**src/rtl/core/tribonacci_prefix_sum_mod_top_assert.svh**
```systemverilog
`ifndef TRIBONACCI_PREFIX_SUM_MOD_TOP_ASSERT_SVH
`define TRIBONACCI_PREFIX_SUM_MOD_TOP_ASSERT_SVH
// Assertion helpers, clocked on clk, disabled in reset.
`define TPS_ASSERT(label, prop, msg) \
	label: assert property (@(posedge clk) disable iff (!arst_n) (prop)) else $error(msg);
`define TPS_ASSERT_NEXT(label, cond, nxt, msg) \
	label: assert property (@(posedge clk) disable iff (!arst_n) (cond) |=> (nxt)) else $error(msg);
`endif

```
**src/rtl/core/tps_pkg.sv**
```systemverilog
`timescale 1ns / 1ps
package tps_pkg;
	localparam int INDEX_BITS = 31;
	localparam int VW = 50;
	localparam int EW = INDEX_BITS;
	localparam logic [VW-1:0] MODULUS = 50'd1000000000000007;
	typedef logic [VW-1:0] val_t;
	// 4x4 step matrix, row-major
	function automatic val_t step_mat(input logic [3:0] rc);
		case (rc)
			4'd0, 4'd2, 4'd5, 4'd6, 4'd7, 4'd9, 4'd14: step_mat = val_t'(1);
			default: step_mat = '0;
		endcase
	endfunction
	function automatic val_t start_vec(input logic [1:0] k);
		case (k)
			2'd0: start_vec = val_t'(1);
			2'd1: start_vec = val_t'(3);
			2'd2: start_vec = val_t'(2);
			default: start_vec = val_t'(1);
		endcase
	endfunction
	function automatic val_t mod_add(input val_t x, input val_t y);
		logic [VW:0] s;
		s = {1'b0, x} + {1'b0, y};
		if (s >= {1'b0, MODULUS}) s = s - {1'b0, MODULUS};
		mod_add = s[VW-1:0];
	endfunction
endpackage

```
**src/rtl/core/tps_modmul.sv**
```systemverilog
`timescale 1ns / 1ps
// Shift-and-add modular multiplier, one bit of b per cycle.
module tps_modmul
	import tps_pkg::*;
(
	input  logic clk,
	input  logic arst_n,
	input  logic start,
	input  val_t a,
	input  val_t b,
	output logic done,
	output val_t p
);
	val_t x_q, y_q, acc_q;
	logic busy_q;
	assign p = acc_q;
	always_ff @(posedge clk or negedge arst_n) begin
		if (!arst_n) begin
			busy_q <= 1'b0;
			done <= 1'b0;
		end else begin
			done <= 1'b0;
			if (start) begin
				busy_q <= 1'b1;
			end else if (busy_q && y_q == '0) begin
				busy_q <= 1'b0;
				done <= 1'b1;
			end
		end
	end
	always_ff @(posedge clk) begin
		if (start) begin
			x_q <= a;
			y_q <= b;
			acc_q <= '0;
		end else if (busy_q && y_q != '0) begin
			if (y_q[0]) acc_q <= mod_add(acc_q, x_q);
			x_q <= mod_add(x_q, x_q);
			y_q <= y_q >> 1;
		end
	end
endmodule

```
**src/rtl/core/tribonacci_prefix_sum_mod_top.sv**
```systemverilog
`timescale 1ns / 1ps
// Returns the tribonacci prefix sum S(index) mod 10^15+7. For indices 0..3,
// the sum is loaded on acceptance and ST_OUT then raises m_tvalid. Larger
// indices raise the 4x4 step matrix to index-1 by square-and-multiply, and each
// entry product goes through one shared bit-serial modular multiplier. A matrix
// product takes 64 multiplier products. The worst case is 60 matrix products
// (30 squarings, 30 multiplies). The multiplier loop sets the rate. One item at
// a time; s_tready is low while busy.
`include "tribonacci_prefix_sum_mod_top_assert.svh"
module tribonacci_prefix_sum_mod_top
	import tps_pkg::*;
(
	input  logic        clk,
	input  logic        arst_n,
	input  logic        s_tvalid,
	output logic        s_tready,
	input  logic [31:0] s_tdata,   // [30:0] index
	output logic        m_tvalid,
	input  logic        m_tready,
	output logic [55:0] m_tdata    // [49:0] prefix_sum
);
	localparam logic [2:0] ST_IDLE = 3'd0, ST_BIT = 3'd1, ST_MUL = 3'd2,
		ST_WAIT = 3'd3, ST_COPY = 3'd4, ST_VEC = 3'd5, ST_VWAIT = 3'd6,
		ST_OUT = 3'd7;
	localparam logic [1:0] OP_RES = 2'd0, OP_SQR = 2'd1;

	logic [2:0] state_q;
	logic [1:0] op_q;
	logic [EW-1:0] exp_q;
	val_t res_q [16];
	val_t base_q [16];
	val_t tmp_q [16];
	val_t sum_q, out_q;
	logic [1:0] i_q, j_q, k_q;
	logic mul_start, mul_done;
	val_t mul_a, mul_b, mul_p;
	logic [EW-1:0] n_in;

	assign n_in = s_tdata[EW-1:0];
	assign s_tready = (state_q == ST_IDLE) && !m_tvalid;
	assign m_tdata = {6'd0, out_q};

	always_comb begin
		mul_a = (op_q == OP_RES) ? res_q[{i_q, k_q}] : base_q[{i_q, k_q}];
		mul_b = base_q[{k_q, j_q}];
		if (state_q == ST_VEC) begin
			mul_a = res_q[{2'd0, k_q}];
			mul_b = start_vec(k_q);
		end
	end
	assign mul_start = (state_q == ST_MUL) || (state_q == ST_VEC);

	tps_modmul u_mul (.clk, .arst_n, .start(mul_start), .a(mul_a), .b(mul_b),
		.done(mul_done), .p(mul_p));

	always_ff @(posedge clk or negedge arst_n) begin
		if (!arst_n) begin
			state_q <= ST_IDLE;
			m_tvalid <= 1'b0;
		end else begin
			if (m_tvalid && m_tready) m_tvalid <= 1'b0;
			case (state_q)
				ST_IDLE: if (s_tvalid && s_tready) begin
					state_q <= (n_in < EW'(4)) ? ST_OUT : ST_BIT;
				end
				ST_BIT: begin
					if (exp_q == '0) state_q <= ST_VEC;
					else state_q <= ST_MUL;
				end
				ST_MUL: state_q <= ST_WAIT;
				ST_WAIT: if (mul_done) begin
					if (k_q == 2'd3 && i_q == 2'd3 && j_q == 2'd3) state_q <= ST_COPY;
					else if (k_q == 2'd3) state_q <= ST_MUL;
					else state_q <= ST_MUL;
				end
				ST_COPY: state_q <= ST_BIT;
				ST_VEC: state_q <= ST_VWAIT;
				ST_VWAIT: if (mul_done) begin
					state_q <= (k_q == 2'd3) ? ST_OUT : ST_VEC;
				end
				ST_OUT: if (!m_tvalid) begin
					m_tvalid <= 1'b1;
					state_q <= ST_IDLE;
				end
				default: state_q <= ST_IDLE;
			endcase
		end
	end

	always_ff @(posedge clk) begin
		case (state_q)
			ST_IDLE: if (s_tvalid && s_tready) begin
				exp_q <= n_in - EW'(1);
				for (int e = 0; e < 16; e++) begin
					res_q[e] <= (e % 5 == 0) ? val_t'(1) : '0;
					base_q[e] <= step_mat(4'(e));
				end
				case (n_in[1:0])
					2'd0: out_q <= '0;
					2'd1: out_q <= val_t'(1);
					2'd2: out_q <= val_t'(3);
					default: out_q <= val_t'(6);
				endcase
				sum_q <= '0;
				i_q <= '0; j_q <= '0; k_q <= '0;
			end
			ST_BIT: begin
				op_q <= exp_q[0] ? OP_RES : OP_SQR;
				i_q <= '0; j_q <= '0; k_q <= '0;
				sum_q <= '0;
			end
			ST_WAIT: if (mul_done) begin
				if (k_q == 2'd3) begin
					tmp_q[{i_q, j_q}] <= mod_add(sum_q, mul_p);
					sum_q <= '0;
					{i_q, j_q} <= {i_q, j_q} + 4'd1;
				end else begin
					sum_q <= mod_add(sum_q, mul_p);
				end
				k_q <= k_q + 2'd1;
			end
			ST_COPY: begin
				if (op_q == OP_RES) begin
					res_q <= tmp_q;
					// bit consumed; the squaring for it comes next unless no bits remain
					exp_q <= {exp_q[EW-1:1], 1'b0};
				end else begin
					base_q <= tmp_q;
					exp_q <= exp_q >> 1;
				end
			end
			ST_VWAIT: if (mul_done) begin
				sum_q <= mod_add(sum_q, mul_p);
				if (k_q == 2'd3) out_q <= mod_add(sum_q, mul_p);
				k_q <= k_q + 2'd1;
			end
			default: ;
		endcase
	end

	`TPS_ASSERT(a_out_range, !m_tvalid || out_q < MODULUS, "result not reduced")
	`TPS_ASSERT_NEXT(a_busy_ready, state_q != ST_IDLE, !s_tready || state_q == ST_IDLE,
		"ready while busy")
	`TPS_ASSERT_NEXT(a_one_result, m_tvalid && !m_tready, m_tvalid && $stable(m_tdata),
		"result dropped")
endmodule

```
**config.mk**
```make
export PLATFORM = sky130hd
export DESIGN_NAME = tribonacci_prefix_sum_mod_top
export DESIGN_NICKNAME = d
export VERILOG_FILES = /design/src/rtl/core/tps_pkg.sv /design/src/rtl/core/tps_modmul.sv /design/src/rtl/core/tribonacci_prefix_sum_mod_top.sv
export VERILOG_INCLUDE_DIRS = /design/src /design/src/rtl/core
export SDC_FILE = /design/constraint.sdc
export NUM_CORES = 2
export LEC_CHECK = 0
export BUFFER_PORTS_ARGS = -buffer_cell sky130_fd_sc_hd__buf_2
export CAP_MARGIN = 20
export CORE_ASPECT_RATIO = 1.75
export CORE_MARGIN = 4
export CORE_UTILIZATION = 50
export CTS_BUF_LIST = sky130_fd_sc_hd__clkbuf_8
export CTS_CLUSTER_DIAMETER = 100
export CTS_CLUSTER_SIZE = 12
export DETAILED_ROUTE_END_ITERATION = 8
export PLACE_DENSITY = 0.65
export SYNTH_ARGS = -nofsm -noshare
export SYNTH_HDL_FRONTEND = slang
export SYNTH_SLANG_ARGS = --single-unit
```
**constraint.sdc**
```tcl
create_clock -name clk -period 62.9 [get_ports clk]
set_input_delay 0 -clock clk [delete_from_list [all_inputs] [get_ports clk]]
set_output_delay 0 -clock clk [all_outputs]
set_load 0.1 [all_outputs]
```
==> impl_metrics.csv <==
group,metric,value,unit
status,status,"completed",
placement,dp_slack,55160,ps
logic_synthesis,synth.distinct_cells,111,
cells_and_area,n_fill_cell,18700,
global_routing,grt_max_degree,204,
logic_synthesis,async_flop_share,0.00223,
cts,clk_pin_slew,80,ps
critical_path,cpLargestDelayFamily,"buffers and inverters",
timing,finalSetupViolCount,0,
routing,ant_nets,0,
power,p_leak,36.5,nW
routing,wl_per_cell,30.1,um
cts,cts_hold_buf,87,
logic_synthesis,synth-simple-area-share,0.0869,
floorplan,row_count,237,
critical_path,cp_slowest_stage_delay,890,ps
placement,gp_congestion,0.923,
critical_path,crit_arrival,8280,ps
logic_synthesis,yosysWarnings,0,
logic_synthesis,synth_flop_cell,"edfxtp_1",
floorplan,core_area,238000,um^2
timing,drv_slew,0,
logic_synthesis,seq_area_frac_synth,0.672,
timing,min_period,7770,ps
cts,cts_made_buffers,267,
worst_hold_path,hp-class,"input port to flop",
cells_and_area,final_cell_area,128000,um^2
timing,worst_slew_pin_slew,1220,ps
routing,remaining_drc_errors,0,
placement,dp_hpwl,193000,um
timing,setup_slack,55130,ps
cts,cts_tree,"built",
timing,fin_crit_sh,0.124,
routing,vias,67400,
logic_synthesis,synth_area,120000,um^2
logic_synthesis,synth-xor-area-share,0.0157,
cells_and_area,num-nets-final,7412,
global_routing,grt_usage,0.252,
cts,clock_latency,970,ps
floorplan,die-height,655,um
critical_path,crit_top_cell,"buf_4",
floorplan,die-area,247000,um^2
global_routing,grt_pass1_wl,458000,um
power,total_power,2.92,mW
cts,cts.sinks,2694,
timing,fin_skew,102,ps
global_routing,antenna_found_initial,11,
floorplan,ios,94,
critical_path,path_class,"flop to flop",
global_routing,grt_pass1_vias,69600,
power,p_per_area,22.7,nW/um^2
critical_path,cp-end-kind,"flop",
floorplan,die_x,378,um
power,peakVddDrop,0.0153,mV
critical_path,slowest_stage,"dfrtp_4",
logic_synthesis,synth_compound_area_frac,0.0473,
logic_synthesis,ys_ff_latch,2694,
critical_path,cp_cell_sequence,"clkinv_1 > nor3_2 > buf_4 > nand2_1 > nand2_4 > buf_12 > buf_4 > buf_12 > buf_4 > buf_4",
logic_synthesis,netlist_instances,7171,
critical_path,cp-start-kind,"flop",
global_routing,grt_remaining_overflow,0,
logic_synthesis,post_synth.cell_area_avg,16.7,um^2
critical_path,cp_max_fo,167,
routing,vias_per_cell,6.47,
timing,setup_tns,0,ps
logic_synthesis,synth_top_family_by_area,"multiplexers",
logic_synthesis,synth-adder-area-share,0.0121,
logic_synthesis,synth_mux_area_frac,0.146,
cells_and_area,final_cell_mix,"edfxtp_1, and3_1, mux4_2, nand2_1, nor2_1",
floorplan,initial_core_util,0.502,
cts,post-cts-setup-buffers,0,
logic_synthesis,synth_edf_count,2638,
critical_path,worstPathRequired,63410,ps
cts,cts_max_path_buffers,4,
cells_and_area,mostFrequentLayoutCell,"edfxtp_1",
cts,clockRootBuffer,"clkbuf_8",
cts,cts_resized,0,
placement,port_buffers,86,
critical_path,crit_buf_inv,7,
timing,fmax,129,MHz
routing,first_pass_iters,8,
flow_run,drv_cap,0,
cells_and_area,drive_above_1_share,0.187,
timing,relSlewSlack,0.182,
routing,drt_iter0_drc,6745,
timing,holdWs,86.8,ps
cells_and_area,areaGrowthSynthToFinish,7.41,%
routing,routed_wl,314000,um
cts,h-tree-depth,5,
timing,rsz0062_at_grt,"false",
timing,hold_viol,0,
placement,placedInstanceArea,123000,um^2
-- routing by layer --
layer	up-vias	GRT usage	share of wire
li1	29000	-	-
met1	35200	0.307	0.36
met2	2560	0.458	0.53
met3	624	0.0306	0.063
met4	2	0.101	0.044
met5	-	0	0.000026
-- area by class of cell --
class / count / area [um^2] / share of cell area
Multi-Input combinational cell: 3871 / 37000 / 0.288
Antenna cell: 5 / 12.5 / 0.0000974
Tap cell: 3107 / 3890 / 0.0303
Inverter: 109 / 409 / 0.00319
Timing Repair Buffer: 319 / 2670 / 0.0208
Clock inverter: 31 / 171 / 0.00133
Sequential cell: 2694 / 80400 / 0.626
Clock buffer: 279 / 3840 / 0.0299
-- worst register-to-register path: stages, from the launching register on --
cell and delay (ps):
dfrtp_4 890, clkinv_1 530, nor3_2 210, buf_4 550
nand2_1 200, nand2_4 700, buf_12 790, buf_4 980
buf_12 590, buf_4 880, buf_4 920
-- where the power goes --
part                  switching [mW]  internal, mW  leakage [nW]  total, mW
clock network                  0.569         0.401          2.15      0.970
logic                        0.00513       0.00552          16.1     0.0107
registers      0.0000000000000000103          1.94          18.3       1.94
total                          0.574          2.34          36.5       2.92
-- synthesized netlist by cell type, drive strengths merged (17+ instances only) --
cell type | instances | share of area
o221ai | 46 | 0.0034
buf | 99 | 0.0040
and3 | 824 | 0.043
inv | 107 | 0.0034
a211oi | 33 | 0.0022
nand4 | 49 | 0.0026
and2 | 25 | 0.0013
o21ai | 190 | 0.0080
xor2 | 97 | 0.0071
or3 | 27 | 0.0015
a21oi | 200 | 0.0084
nand2 | 295 | 0.0093
mux2i | 53 | 0.0044
nor3 | 76 | 0.0034
nand2b | 43 | 0.0023
o31ai | 18 | 0.0011
clkbuf | 403 | 0.013
o211ai | 38 | 0.0025
nor4 | 54 | 0.0030
ha | 112 | 0.012
mux4 | 745 | 0.14
nand3 | 107 | 0.0045
a22o | 51 | 0.0037
dfxtp | 50 | 0.0084
nor2 | 307 | 0.0096
o21a | 20 | 0.0013
o21bai | 21 | 0.0013
xnor2 | 117 | 0.0086
a21o | 48 | 0.0030
edfxtp | 2638 | 0.66
a31oi | 18 | 0.00094
nor2b | 17 | 0.00089
-- kinds of logic after synthesis --
logic type	after synthesis
fa+ha+maj	114
mux	807
other cells	1
compound gates	825
buf+inv	611
xor+xnor	214
simple gates	1905
flops	2694
-- state kept, by name, summed over array words and instances (netlist names), 3 cells and up --
register and flops:
u_mul.p 50, u_mul.x_q 50, res_q 800, u_mul.y_q 50, out_q 50, base_q 800
sum_q 50, exp_q 31, state_q 3, tmp_q 800
-- worst paths after layout --
kind / start / endpoint / slack, ps / cells past startpoint
worst min-delay path: m_tready / m_tvalid / 90 / 4
worst min register to register: u_mul.p[21] / u_mul.p[21] / 500 / 2
worst max register to register: state_q[2] / base_q[396] / 55130 / 10
min in group asynchronous: arst_n / state_q[1] / 110 / 3
worst max-delay path: state_q[2] / base_q[396] / 55130 / 10
max in group asynchronous: arst_n / state_q[2] / 62510 / 3
-- metrics by stage --
stage	utilization	cells
after floorplan	-	7176
after global placement	0.518	10000
after detailed placement	0.518	10000
after CTS	0.538	10400
after global routing	0.539	10400
final	0.539	10400
No activity file was read; power rests on OpenSTA's default activity.
